$ cat src/vtae_pkg.sv
`timescale 1ns / 1ps
// ----------------------------------------------------------------------------
// vtae_pkg
// Shared types and constants of the vehicle threshold alert engine.
// ----------------------------------------------------------------------------
package vtae_pkg;

    // Register index width and register indexes of the configuration port
    localparam int CFG_ADDR_W = 3;
    localparam int CFG_DATA_W = 10;

    localparam logic [CFG_ADDR_W-1:0] REG_GAS_CLEAR   = 3'd0;
    localparam logic [CFG_ADDR_W-1:0] REG_GAS_ALARM   = 3'd1;
    localparam logic [CFG_ADDR_W-1:0] REG_GAS_HIGH    = 3'd2;
    localparam logic [CFG_ADDR_W-1:0] REG_SPEED_FIRST = 3'd3;
    localparam logic [CFG_ADDR_W-1:0] REG_SPEED_STEP  = 3'd4;
    localparam logic [CFG_ADDR_W-1:0] REG_SPEED_HYST  = 3'd5;
    localparam logic [CFG_ADDR_W-1:0] REG_WARM        = 3'd6;
    localparam logic [CFG_ADDR_W-1:0] REG_OVERHEAT    = 3'd7;

    // Alert codes
    localparam int CODE_W          = 4;
    localparam int CODE_GAS_LOW    = 0;
    localparam int CODE_GAS_HIGH   = 1;
    localparam int CODE_SPEED_BASE = 2;
    localparam int CODE_WARM       = 11;
    localparam int CODE_OVERHEAT   = 12;
    localparam int NUM_CODES       = 13;

    // Codes 2..10 hold at most nine speed levels
    localparam int MAX_SPEED_LEVELS = 9;

    // Fixed temperature clear levels
    localparam logic signed [8:0] WARM_CLEAR     = 9'sd35;
    localparam logic signed [8:0] OVERHEAT_CLEAR = 9'sd95;

    // One bit per alert code, bit position equals the code
    typedef logic [NUM_CODES-1:0] t_alert_mask;

    // Configuration register file
    typedef struct packed {
        logic [9:0]        gas_clear;
        logic [9:0]        gas_alarm;
        logic [9:0]        gas_high;
        logic [7:0]        speed_first;
        logic [6:0]        speed_step;
        logic [5:0]        speed_hyst;
        logic signed [8:0] warm_level;
        logic signed [8:0] overheat_level;
    } t_cfg;

    // One sensor poll
    typedef struct packed {
        logic signed [8:0] coolant_temp;
        logic [9:0]        gas_reading;
        logic [7:0]        speed_kmh;
    } t_poll;

endpackage

$ cat src/vehicle_threshold_alert_engine.sv
`timescale 1ns / 1ps
// ----------------------------------------------------------------------------
// Path: a poll passes the input register, then the result register, from which
// its first alert is offered on the alert stream.
// Throughput: one poll per cycle while polls raise at most one alert and the
// output is ready; a poll with more alerts (up to twelve) holds it until all are taken.
// Reset: synchronous active low; clears all alert flags and the gas timer and
// loads the default thresholds.
// ----------------------------------------------------------------------------
// vehicle_threshold_alert_engine
// Sensor poll alert engine: gas repeat alarm, latched speed levels and
// temperature alerts, delivered as a stream of alert codes.
// ----------------------------------------------------------------------------
module vehicle_threshold_alert_engine
    import vtae_pkg::*;
#(
    parameter int NUM_SPEED_LEVELS = 9,
    parameter int GAS_REPEAT       = 50
) (
    input  logic                  i_clk,
    input  logic                  i_rst_n,
    // configuration write channel
    input  logic                  i_cfg_valid,
    output logic                  o_cfg_ready,
    input  logic [CFG_ADDR_W-1:0] i_cfg_addr,
    input  logic [CFG_DATA_W-1:0] i_cfg_data,
    // poll stream
    input  logic                  i_s_tvalid,
    output logic                  o_s_tready,
    input  logic [31:0]           i_s_tdata,  // speed_kmh[7:0], gas_reading[17:8],
                                              // coolant_temp[26:18], zero[31:27]
    // alert stream
    output logic                  o_m_tvalid,
    input  logic                  i_m_tready,
    output logic [7:0]            o_m_tdata,  // alert_code[3:0], zero[7:4]
    output logic                  o_m_tlast   // last_alert
);

    localparam int ACTIVE_LEVELS =
        (NUM_SPEED_LEVELS > MAX_SPEED_LEVELS) ? MAX_SPEED_LEVELS : NUM_SPEED_LEVELS;

    t_cfg                     r_cfg;
    t_poll                    r_poll;
    logic                     r_poll_vld;
    t_alert_mask              r_mask;
    logic                     r_mask_vld;
    logic [5:0]               r_gas_timer;
    logic [ACTIVE_LEVELS-1:0] r_speed_ann;
    logic                     r_warm_ann;
    logic                     r_over_ann;

    logic [5:0]               n_gas_timer;
    logic [ACTIVE_LEVELS-1:0] n_speed_ann;
    logic                     n_warm_ann;
    logic                     n_over_ann;
    t_alert_mask              n_mask;

    logic                     s_fire;
    logic                     m_fire;
    logic                     m_last;
    logic                     mask_free;
    logic                     adv;
    logic [CODE_W-1:0]        code;

    // Configuration registers
    assign o_cfg_ready = 1'b1;

    always_ff @(posedge i_clk) begin
        if (!i_rst_n) begin
            r_cfg.gas_clear      <= 10'd50;
            r_cfg.gas_alarm      <= 10'd70;
            r_cfg.gas_high       <= 10'd150;
            r_cfg.speed_first    <= 8'd60;
            r_cfg.speed_step     <= 7'd10;
            r_cfg.speed_hyst     <= 6'd5;
            r_cfg.warm_level     <= 9'sd40;
            r_cfg.overheat_level <= 9'sd98;
        end else if (i_cfg_valid) begin
            unique case (i_cfg_addr)
                REG_GAS_CLEAR:   r_cfg.gas_clear      <= i_cfg_data;
                REG_GAS_ALARM:   r_cfg.gas_alarm      <= i_cfg_data;
                REG_GAS_HIGH:    r_cfg.gas_high       <= i_cfg_data;
                REG_SPEED_FIRST: r_cfg.speed_first    <= i_cfg_data[7:0];
                REG_SPEED_STEP:  r_cfg.speed_step     <= i_cfg_data[6:0];
                REG_SPEED_HYST:  r_cfg.speed_hyst     <= i_cfg_data[5:0];
                REG_WARM:        r_cfg.warm_level     <= i_cfg_data[8:0];
                REG_OVERHEAT:    r_cfg.overheat_level <= i_cfg_data[8:0];
                default: ;
            endcase
        end
    end

    // Handshake control
    assign m_fire     = r_mask_vld & i_m_tready;
    assign m_last     = ((r_mask & (r_mask - t_alert_mask'(1))) == '0);
    assign mask_free  = !r_mask_vld || (m_fire && m_last);
    assign adv        = r_poll_vld && mask_free;
    assign o_s_tready = !r_poll_vld || adv;
    assign s_fire     = i_s_tvalid & o_s_tready;

    // Input register
    always_ff @(posedge i_clk) begin
        if (!i_rst_n) begin
            r_poll_vld <= 1'b0;
        end else if (s_fire) begin
            r_poll_vld <= 1'b1;
        end else if (adv) begin
            r_poll_vld <= 1'b0;
        end
    end

    always_ff @(posedge i_clk) begin
        if (s_fire) begin
            r_poll <= i_s_tdata[26:0];
        end
    end

    // Alert evaluation
    vtae_eval #(
        .NUM_LEVELS (ACTIVE_LEVELS),
        .GAS_REPEAT (GAS_REPEAT)
    ) u_eval (
        .i_cfg       (r_cfg),
        .i_poll      (r_poll),
        .i_gas_timer (r_gas_timer),
        .i_speed_ann (r_speed_ann),
        .i_warm_ann  (r_warm_ann),
        .i_over_ann  (r_over_ann),
        .o_gas_timer (n_gas_timer),
        .o_speed_ann (n_speed_ann),
        .o_warm_ann  (n_warm_ann),
        .o_over_ann  (n_over_ann),
        .o_mask      (n_mask)
    );

    // Alert state: commit when the poll moves into the result register
    always_ff @(posedge i_clk) begin
        if (!i_rst_n) begin
            r_gas_timer <= '0;
            r_speed_ann <= '0;
            r_warm_ann  <= 1'b0;
            r_over_ann  <= 1'b0;
        end else if (adv) begin
            r_gas_timer <= n_gas_timer;
            r_speed_ann <= n_speed_ann;
            r_warm_ann  <= n_warm_ann;
            r_over_ann  <= n_over_ann;
        end
    end

    // Result register: load a poll's alerts, drop the lowest on each transaction
    always_ff @(posedge i_clk) begin
        if (!i_rst_n) begin
            r_mask_vld <= 1'b0;
        end else if (adv) begin
            r_mask_vld <= (n_mask != '0);
        end else if (m_fire) begin
            r_mask_vld <= !m_last;
        end
    end

    always_ff @(posedge i_clk) begin
        if (adv) begin
            r_mask <= n_mask;
        end else if (m_fire) begin
            r_mask <= r_mask & (r_mask - t_alert_mask'(1));
        end
    end

    // Pick the lowest pending code
    always_comb begin
        code = '0;
        for (int k = NUM_CODES - 1; k >= 0; k--) begin
            if (r_mask[k]) begin
                code = CODE_W'(k);
            end
        end
    end

    assign o_m_tvalid = r_mask_vld;
    assign o_m_tdata  = {4'b0000, code};
    assign o_m_tlast  = m_last;

endmodule

$ cat src/vtae_eval.sv
`timescale 1ns / 1ps
// ----------------------------------------------------------------------------
// vtae_eval
// Evaluates one poll against the alert state: returns the set of alerts the
// poll raises and the next value of every alert flag and the gas timer.
// ----------------------------------------------------------------------------
module vtae_eval
    import vtae_pkg::*;
#(
    parameter int NUM_LEVELS = 9,
    parameter int GAS_REPEAT = 50
) (
    input  t_cfg                  i_cfg,
    input  t_poll                 i_poll,
    input  logic [5:0]            i_gas_timer,
    input  logic [NUM_LEVELS-1:0] i_speed_ann,
    input  logic                  i_warm_ann,
    input  logic                  i_over_ann,
    output logic [5:0]            o_gas_timer,
    output logic [NUM_LEVELS-1:0] o_speed_ann,
    output logic                  o_warm_ann,
    output logic                  o_over_ann,
    output t_alert_mask           o_mask
);

    logic [10:0]           lvl [NUM_LEVELS];
    logic [NUM_LEVELS-1:0] rearm;
    logic [NUM_LEVELS-1:0] clr;
    logic [5:0]            gt;
    logic [10:0]           spd_hyst;
    logic                  warm_tmp;
    logic                  over_tmp;
    logic                  temp_seen;

    // Speed levels without wrap (top level reaches 255 + 8 * 127)
    always_comb begin
        for (int i = 0; i < NUM_LEVELS; i++) begin
            lvl[i] = {3'b000, i_cfg.speed_first} + 11'(i) * {4'b0000, i_cfg.speed_step};
        end
    end

    assign spd_hyst  = {3'b000, i_poll.speed_kmh} + {5'b00000, i_cfg.speed_hyst};
    assign temp_seen = (i_poll.coolant_temp != 9'sd0);

    always_comb begin
        o_mask = '0;

        // Gas repeat timer
        gt = i_gas_timer;
        if (gt != 6'd0) begin
            gt = gt + 6'd1;
        end
        if (i_poll.gas_reading < i_cfg.gas_clear) begin
            gt = 6'd0;
        end
        if (gt == 6'(GAS_REPEAT)) begin
            gt = 6'd0;
        end
        if (i_poll.gas_reading >= i_cfg.gas_alarm) begin
            if (gt == 6'd0) begin
                gt = 6'd1;
            end
            if (gt == 6'd1) begin
                if (i_poll.gas_reading < i_cfg.gas_high) begin
                    o_mask[CODE_GAS_LOW] = 1'b1;
                end else begin
                    o_mask[CODE_GAS_HIGH] = 1'b1;
                end
            end
        end
        o_gas_timer = gt;

        // Speed re-arm: a level that re-arms clears itself and all above
        for (int i = 0; i < NUM_LEVELS; i++) begin
            rearm[i] = (i_poll.speed_kmh != 8'd0) && (spd_hyst < lvl[i]);
        end
        clr[0] = rearm[0];
        for (int i = 1; i < NUM_LEVELS; i++) begin
            clr[i] = clr[i-1] | rearm[i];
        end

        // Speed fire
        for (int i = 0; i < NUM_LEVELS; i++) begin
            o_speed_ann[i] = i_speed_ann[i] & ~clr[i];
            if (!o_speed_ann[i] && ({3'b000, i_poll.speed_kmh} > lvl[i])) begin
                o_speed_ann[i]              = 1'b1;
                o_mask[CODE_SPEED_BASE + i] = 1'b1;
            end
        end

        // Temperature re-arm, then fire
        warm_tmp = i_warm_ann;
        over_tmp = i_over_ann;
        if (temp_seen) begin
            if (i_poll.coolant_temp < WARM_CLEAR) begin
                warm_tmp = 1'b0;
                over_tmp = 1'b0;
            end
            if (i_poll.coolant_temp < OVERHEAT_CLEAR) begin
                over_tmp = 1'b0;
            end
        end
        if (!warm_tmp && (i_poll.coolant_temp > i_cfg.warm_level)) begin
            warm_tmp          = 1'b1;
            o_mask[CODE_WARM] = 1'b1;
        end
        if (!over_tmp && (i_poll.coolant_temp > i_cfg.overheat_level)) begin
            over_tmp              = 1'b1;
            o_mask[CODE_OVERHEAT] = 1'b1;
        end
        o_warm_ann = warm_tmp;
        o_over_ann = over_tmp;
    end

endmodule
$ cat config.mk
export PLATFORM = sky130hd
export DESIGN_NAME = vehicle_threshold_alert_engine
export DESIGN_NICKNAME = d
export VERILOG_FILES = /design/src/vtae_pkg.sv /design/src/vehicle_threshold_alert_engine.sv /design/src/vtae_eval.sv
export SDC_FILE = /design/constraint.sdc
export NUM_CORES = 1
export LEC_CHECK = 0
export ABC_CLOCK_PERIOD_IN_PS = 4700
export BUFFER_PORTS_ARGS = -buffer_cell sky130_fd_sc_hd__buf_4
export CORE_ASPECT_RATIO = 0.9
export CORE_MARGIN = 5
export CORE_UTILIZATION = 35
export CTS_BUF_LIST = sky130_fd_sc_hd__clkbuf_16
export DETAILED_ROUTE_END_ITERATION = 7
export PLACE_DENSITY = 0.57
export SYNTH_ARGS = -nofsm -noshare
export SYNTH_HDL_FRONTEND = slang
export SYNTH_SLANG_ARGS = --single-unit
$ cat constraint.sdc
create_clock -name i_clk -period 4.7 [get_ports i_clk]
set_input_delay 0.705 -clock i_clk [delete_from_list [all_inputs] [get_ports i_clk]]
set_output_delay 0.705 -clock i_clk [all_outputs]
set_load 0.01 [all_outputs]
== Yosys cells after proc, flatten, opt, wreduce, memory -nomap -nowiden ==
Cells that the tools add are included.

* Flip-flop bits (word level): 128
* Logic and storage cells: 207

* $add $sub $neg: 11
* Multiply operators: 4
* Order comparisons: 25
* Equal/unequal tests: 9
* Mux-type cells: 56
* Bitwise operators: 29
* Reduce and logical (&&, ||, !) cells: 55

{| class="wikitable"
|+ Operator list
! operator !! count
|-
| $gt 8x11->1 || 8
|-
| $lt 11x11->1 || 8
|-
| $mux 4 || 13
|-
| $add 8x10->11 || 4
|-
| $mux 6 || 6
|-
| $mux 1 || 33
|-
| $mux 13 || 2
|-
| $logic_and 1x1->1 || 22
|-
| $add 8x9->10 || 2
|-
| $lt 10x10->1 || 2
|-
| $mul 3x7->10 const A || 2
|-
| $gt 9x9->1 || 2
|-
| $mul 2x7->9 const A || 2
|-
| $reduce_and 2->1 || 8
|-
| $logic_not 1->1 || 14
|-
| $and 13x13->13 || 1
|-
| $logic_not 13->1 || 1
|-
| $reduce_bool 13->1 || 1
|-
| $sub 13x1->13 const B || 1
|-
| $eq 3x3->1 const B || 4
|-
| $and 1x1->1 || 11
|-
| $lt 11x8->1 || 1
|-
| $ge 10x10->1 || 1
|-
| $add 8x6->9 || 1
|-
| 20 further kinds || 39
|}

== Depth between registers and ports, before layout ==
* Depth in word-level cells: 18
* Gate-level depth with buffers: 21
* Mapped depth without buffers: 21

== Hierarchy ==
Synthesis repeated with hierarchy kept, for this count alone.

* Cells, all modules: 1,525
* Area total of the unflattened synthesis: 12,876.1 sq um

{| class="wikitable"
|+ Modules (own cells, without submodules)
! module !! instances !! cells each !! area each (sq um)
|-
| vtae_eval || 1 || 991 || 7,873.8
|-
| vehicle_threshold_alert_engine || 1 || 534 || 5,002.3
|}

== Worst setup path after synthesis ==
OpenSTA, ideal clock, no wires.

* Kind: register to register
* From: register r_cfg[25] (netlist name)
* To: register r_mask[10], data pin
* Arrival: 4.450 ns
* Slack: 0.105 ns
* Cell stages (with the launch flop): 18
* Buffers on the path: 0
* Path through: dfxtp_1 -> inv_1 -> fa_1 -> fa_1 -> inv_1 -> ha_1 -> nor2b_1 -> o21ai_0 -> nand2b_1 -> xnor2_1 -> ha_1 -> a2111oi_0 -> o21ai_0 -> a31o_2 -> o211ai_1 -> a21oi_1 -> a31o_2 -> o21ai_1

* Cells in the longest elaborated chain, start to end: 17

{| class="wikitable"
|+ Ends and longest elaborated chain
! element !! line !! source
|-
| start, declared || vehicle_threshold_alert_engine.sv:42 || <nowiki>t_cfg r_cfg;</nowiki>
|-
| parallel branches: the longest is 14 deep, another holds $lt 11x11->1 || - ||
|-
| $logic_and 1x1->1 * || vtae_eval.sv:85 || <nowiki>if (!o_speed_ann[i] && ({3'b000, i_poll.speed_kmh} > lvl[i])) begin</nowiki>
|-
| $mux 1 * || vtae_eval.sv:85 ||
|-
| $mux 13 * || vehicle_threshold_alert_engine.sv:163 || <nowiki>if (adv) begin</nowiki>
|-
| end signal, assigned || vehicle_threshold_alert_engine.sv:164 || <nowiki>r_mask <= n_mask;</nowiki>
|-
| end signal, assigned || vehicle_threshold_alert_engine.sv:166 || <nowiki>r_mask <= r_mask & (r_mask - t_alert_mask'(1));</nowiki>
|-
| end, declared || vehicle_threshold_alert_engine.sv:45 || <nowiki>t_alert_mask r_mask;</nowiki>
|}

Every way passes the cells marked *.
A chain may end at the register's enable or synchronous reset.

== Worst setup path in the final report ==
* From: register r_poll[0] (netlist name)
* To: register r_mask_vld (netlist: o_m_tvalid)

* Cells in the longest elaborated chain, start to end: 18

{| class="wikitable"
|+ Ends and longest elaborated chain
! element !! line !! source
|-
| start, declared || vehicle_threshold_alert_engine.sv:43 || <nowiki>t_poll r_poll;</nowiki>
|-
| start signal, assigned || vehicle_threshold_alert_engine.sv:114 || <nowiki>r_poll <= i_s_tdata[26:0];</nowiki>
|-
| $add 8x6->9 || vtae_eval.sv:42 || <nowiki>assign spd_hyst = {3'b000, i_poll.speed_kmh} + {5'b00000, i_cfg.speed_hyst};</nowiki>
|-
| $lt 11x8->1 / $lt 11x11->1 (equally long branches) || vtae_eval.sv:75 || <nowiki>rearm[i] = (i_poll.speed_kmh != 8'd0) && (spd_hyst < lvl[i]);</nowiki>
|-
| $logic_and 1x1->1 || vtae_eval.sv:75 ||
|-
| $or 1x1->1 (8 in series) || vtae_eval.sv:79 || <nowiki>clr[i] = clr[i-1] | rearm[i];</nowiki>
|-
| $not 1->1 || vtae_eval.sv:84 || <nowiki>o_speed_ann[i] = i_speed_ann[i] & ~clr[i];</nowiki>
|-
| $and 1x1->1 || vtae_eval.sv:84 ||
|-
| $logic_not 1->1 || vtae_eval.sv:85 ||
|-
| $logic_and 1x1->1 || vtae_eval.sv:85 ||
|-
| $mux 1 || vtae_eval.sv:85 ||
|-
| $reduce_bool 13->1 * || vehicle_threshold_alert_engine.sv:156 || <nowiki>r_mask_vld <= (n_mask != '0);</nowiki>
|-
| $mux 1 * || vehicle_threshold_alert_engine.sv:155 || <nowiki>end else if (adv) begin</nowiki>
|-
| end signal, assigned || vehicle_threshold_alert_engine.sv:156 ||
|-
| end signal, assigned || vehicle_threshold_alert_engine.sv:158 || <nowiki>r_mask_vld <= !m_last;</nowiki>
|-
| end, declared || vehicle_threshold_alert_engine.sv:46 || <nowiki>logic r_mask_vld;</nowiki>
|}

Every way passes the cells marked *; elsewhere a longest branch is shown, timed or not.

==> metrics.txt <==
cells after synthesis 1494; worst hold-check path type input pin to flip-flop; layout cells sized above 1 13.58%; actual slew at the worst max-slew pin 1.194 ns; H-tree Lvls 4; Yosys top cell by area ha_1; commonest non-fill, non-tap cells in the layout ha_1 (237), nand2_1 (161), a21oi_1 (136); die width 211.3 um; CP Launch Point r_poll[0]$_DFFE_PP_; RR Startpoint r_poll[0]$_DFFE_PP_; commonest non-fill, non-tap cell in the layout ha_1; Post-Synth Adder-Cell Area 28.95%; final core occ 41.28%; Max Cap Violations 0; largest net degree at the start of global routing 41; crit share post-route 94.58%; Worst R2R End o_m_tvalid$_SDFFE_PN0P_; 1st-iter DRT viols 638; die height 191.2 um; wire per inst 18.55 um; EDFF count, synth 40; worst setup margin 0.2545 ns; ys flop type dfxtp_1; PD cells 273.5 nW/um^2; Total Wirelength 38.88 mm; XOR/XNOR Fraction of Synth Area 3.567%; Via density 5.444; worst-skew pair later-pin latency 0.43 ns; Clock Power Share 32.6%; DRC viols 0; clk sink count 128; fin. max-slew vios 0; capture point of the critical path o_m_tvalid$_SDFFE_PN0P_; fin cells 2096; async set-or-reset flop fraction in the synthesized netlist 0%; Comb pwr share 36.7%; R2R cell count 19; fraction of synthesized area in multiplexers 0.6467%; crit path kind flip-flop to flip-flop; top-area cell type share of the netlist area 23.62%; Hold Startpoint i_s_tdata[13]; Buffers on Ports 51; area of the die 40410 um^2; drt pass-1 iters 6; Final Skew 0.01274 ns; dpl cells 2060; HPWL Detailed 30.30 mm; Net Sw Frac 36.40%; Reg clk slew, reported paths 0.07 ns; minimum clock period 4.445 ns; CTS tree yes; GRT Total Usage 19.12%; area grow syn2layout 16.67%; Net Sw Power 1.483 mW; fin nets 1930; Placer Congestion 0.9203; Filler Cells Inserted 3573; Flop pwr share 30.7%; Synth Area in Simple Gates 14.69%; Synth Area in Compound Gates 23.30%; f_max 224.9 MHz; Int Power 2.591 mW; initial antenna violation count 0; overall power 4.074 mW; Post-CTS Hold Buffers 0; Starting Density 35.38%; Site Rows 66; final setup vio count 0; Leak Pwr 6.517 nW; Setup WS pre-CTS -0.07937 ns; ANT cells 0; Num CTS Buffers 17; mean post-synth cell area 8.547 um^2; Critical Path RT 5.04 ns; Detail Route Antenna Nets 0; Synth Warn # 0; Distinct cells, synth 88; Synth area leaders ha_1 (24%), dfxtp_1 (14%), edfxtp_1 (9.4%); maximum VDD drop 0.0002461 V; reg2reg setup slack 0.25 ns; Slew headroom 19.80%; critical path startpoint category flip-flop; #FFs+latches synth 128; vias in the first global route 11190; final hold violations 0; cell area after synthesis 12770 um^2; CTS root buf clkbuf_16; DR vias 11410; Clock Path Buffers 2; # IOs 62; crit-path max FO 4; sequential area share after synthesis 23.20%; Critical Path Sink Type flip-flop; status complete, no violations; GRT overflow 0; first-pass GRT wire length 61.09 mm; Placeable Area 36090 um^2; largest family of logic cells by synthesized area adder cells; Worst EP arrival 4.79 ns
cell usage after synthesis, types with 6 or more instances:
cell type,count
a211oi_1,20
a21o_1,48
a21oi_1,141
a31oi_1,13
and3_1,9
buf_2,7
buf_4,6
clkbuf_1,22
dfxtp_1,88
edfxtp_1,40
fa_1,32
ha_1,241
inv_1,135
mux2i_1,6
nand2_1,161
nand2b_1,18
nand3_1,20
nand4_1,17
nor2_1,71
nor2b_1,18
nor3_1,23
nor4_1,10
o211ai_1,36
o21a_1,25
o21ai_0,82
o21bai_1,14
o22ai_1,6
or2_2,8
or4_1,7
xnor2_1,29
xor2_1,23
registers in the layout, indices dropped and copies added, names as in the netlist:
register,flops
r_warm_ann,1
r_mask,13
r_poll,27
r_cfg,69
r_gas_timer,6
r_over_ann,1
r_poll_vld,1
o_m_tvalid,1
r_speed_ann,9
cells by family (layout without fill, tap and decap cells):
logic type      Yosys count  count (layout)
xor+xnor                 52              52
mux                       8               8
buf+inv                 178             301
flops                   128             128
other cells               2               5
fa+ha+maj               277             277
simple gates            392             392
compound gates          457             457
worst max-delay path, cell delays in order (launching register included):
cell      delay (ns)
edfxtp_1        0.42
ha_1            0.23
fa_1            0.45
a211oi_1        0.24
buf_4           0.16
nor2_1          0.07
o311ai_1        0.30
buf_4           0.17
ha_1            0.23
and3_1          0.16
a221o_1         0.29
a31oi_1         0.22
o211ai_2        0.14
o211ai_1        0.19
buf_4           0.20
nor2_1          0.06
nor4_2          0.38
buf_4           0.19
nor4_1          0.05
a41oi_1         0.21
through the flow:
stage	TNS, ns	hold slack, ns	area (um^2)
after floorplan	0	0.4271	12780
after global placement	-0.02507	0.4365	14140
after detailed placement	-0.08221	0.4470	14140
after CTS	0	0.4333	14750
after global routing	-0.04534	0.4285	14900
final	0	0.4475	14900
how the worst min path moves through the flow:
stage / cells after the start / to / slack, ns
after floorplan: 2 / r_warm_ann$_SDFFE_PN0P_ / 0.43
after global placement: 2 / r_warm_ann$_SDFFE_PN0P_ / 0.44
after detailed placement: 2 / r_cfg[48]$_SDFFE_PN0P_ / 0.45
after CTS: 1 / r_poll[13]$_DFFE_PP_ / 0.43
after global routing: 1 / r_poll[16]$_DFFE_PP_ / 0.43
final: 1 / r_poll[13]$_DFFE_PP_ / 0.45
final cells by class:
class                   instances  area, um^2  area share [%]
clock buffers                  18       450.4           3.024
well taps                     476       595.6           3.998
inverters                     136       513.0           3.444
flip-flops and latches        128        2978           19.99
multi-input cells            1191        9195           61.73
repair buffers                133        1027           6.896
clock inverters                14       137.6          0.9239
layer usage:
layer,share of wire [%],vias up,global-route usage [%]
met4,1.8,0,4.583
li1,-,5669,-
met2,45,256,31.13
met5,0,-,0
met3,5.3,41,2.724
met1,48,5444,26.86
repair_timing:
| action | CTS | global route |
|---|---|---|
| cloned | 0 | 0 |
| pin swaps | 0 | 7 |
| resized for setup | 4 | 35 |
| setup endpoints to repair | 3 | 9 |
| setup buffers | 0 | 4 |
power groups by stage:
| stage | combinational, mW | sequential, mW | clock, mW |
|---|---|---|---|
| detailed placement | 1.43 | 1.27 | 0 |
| global placement | 1.39 | 1.27 | 0 |
| floorplan | 0.964 | 1.27 | 0 |
| CTS | 1.44 | 1.25 | 1.35 |
| finish | 1.50 | 1.25 | 1.33 |
| global route | 1.68 | 1.26 | 1.40 |
Note: power is estimated with default switching activity, not from simulation.
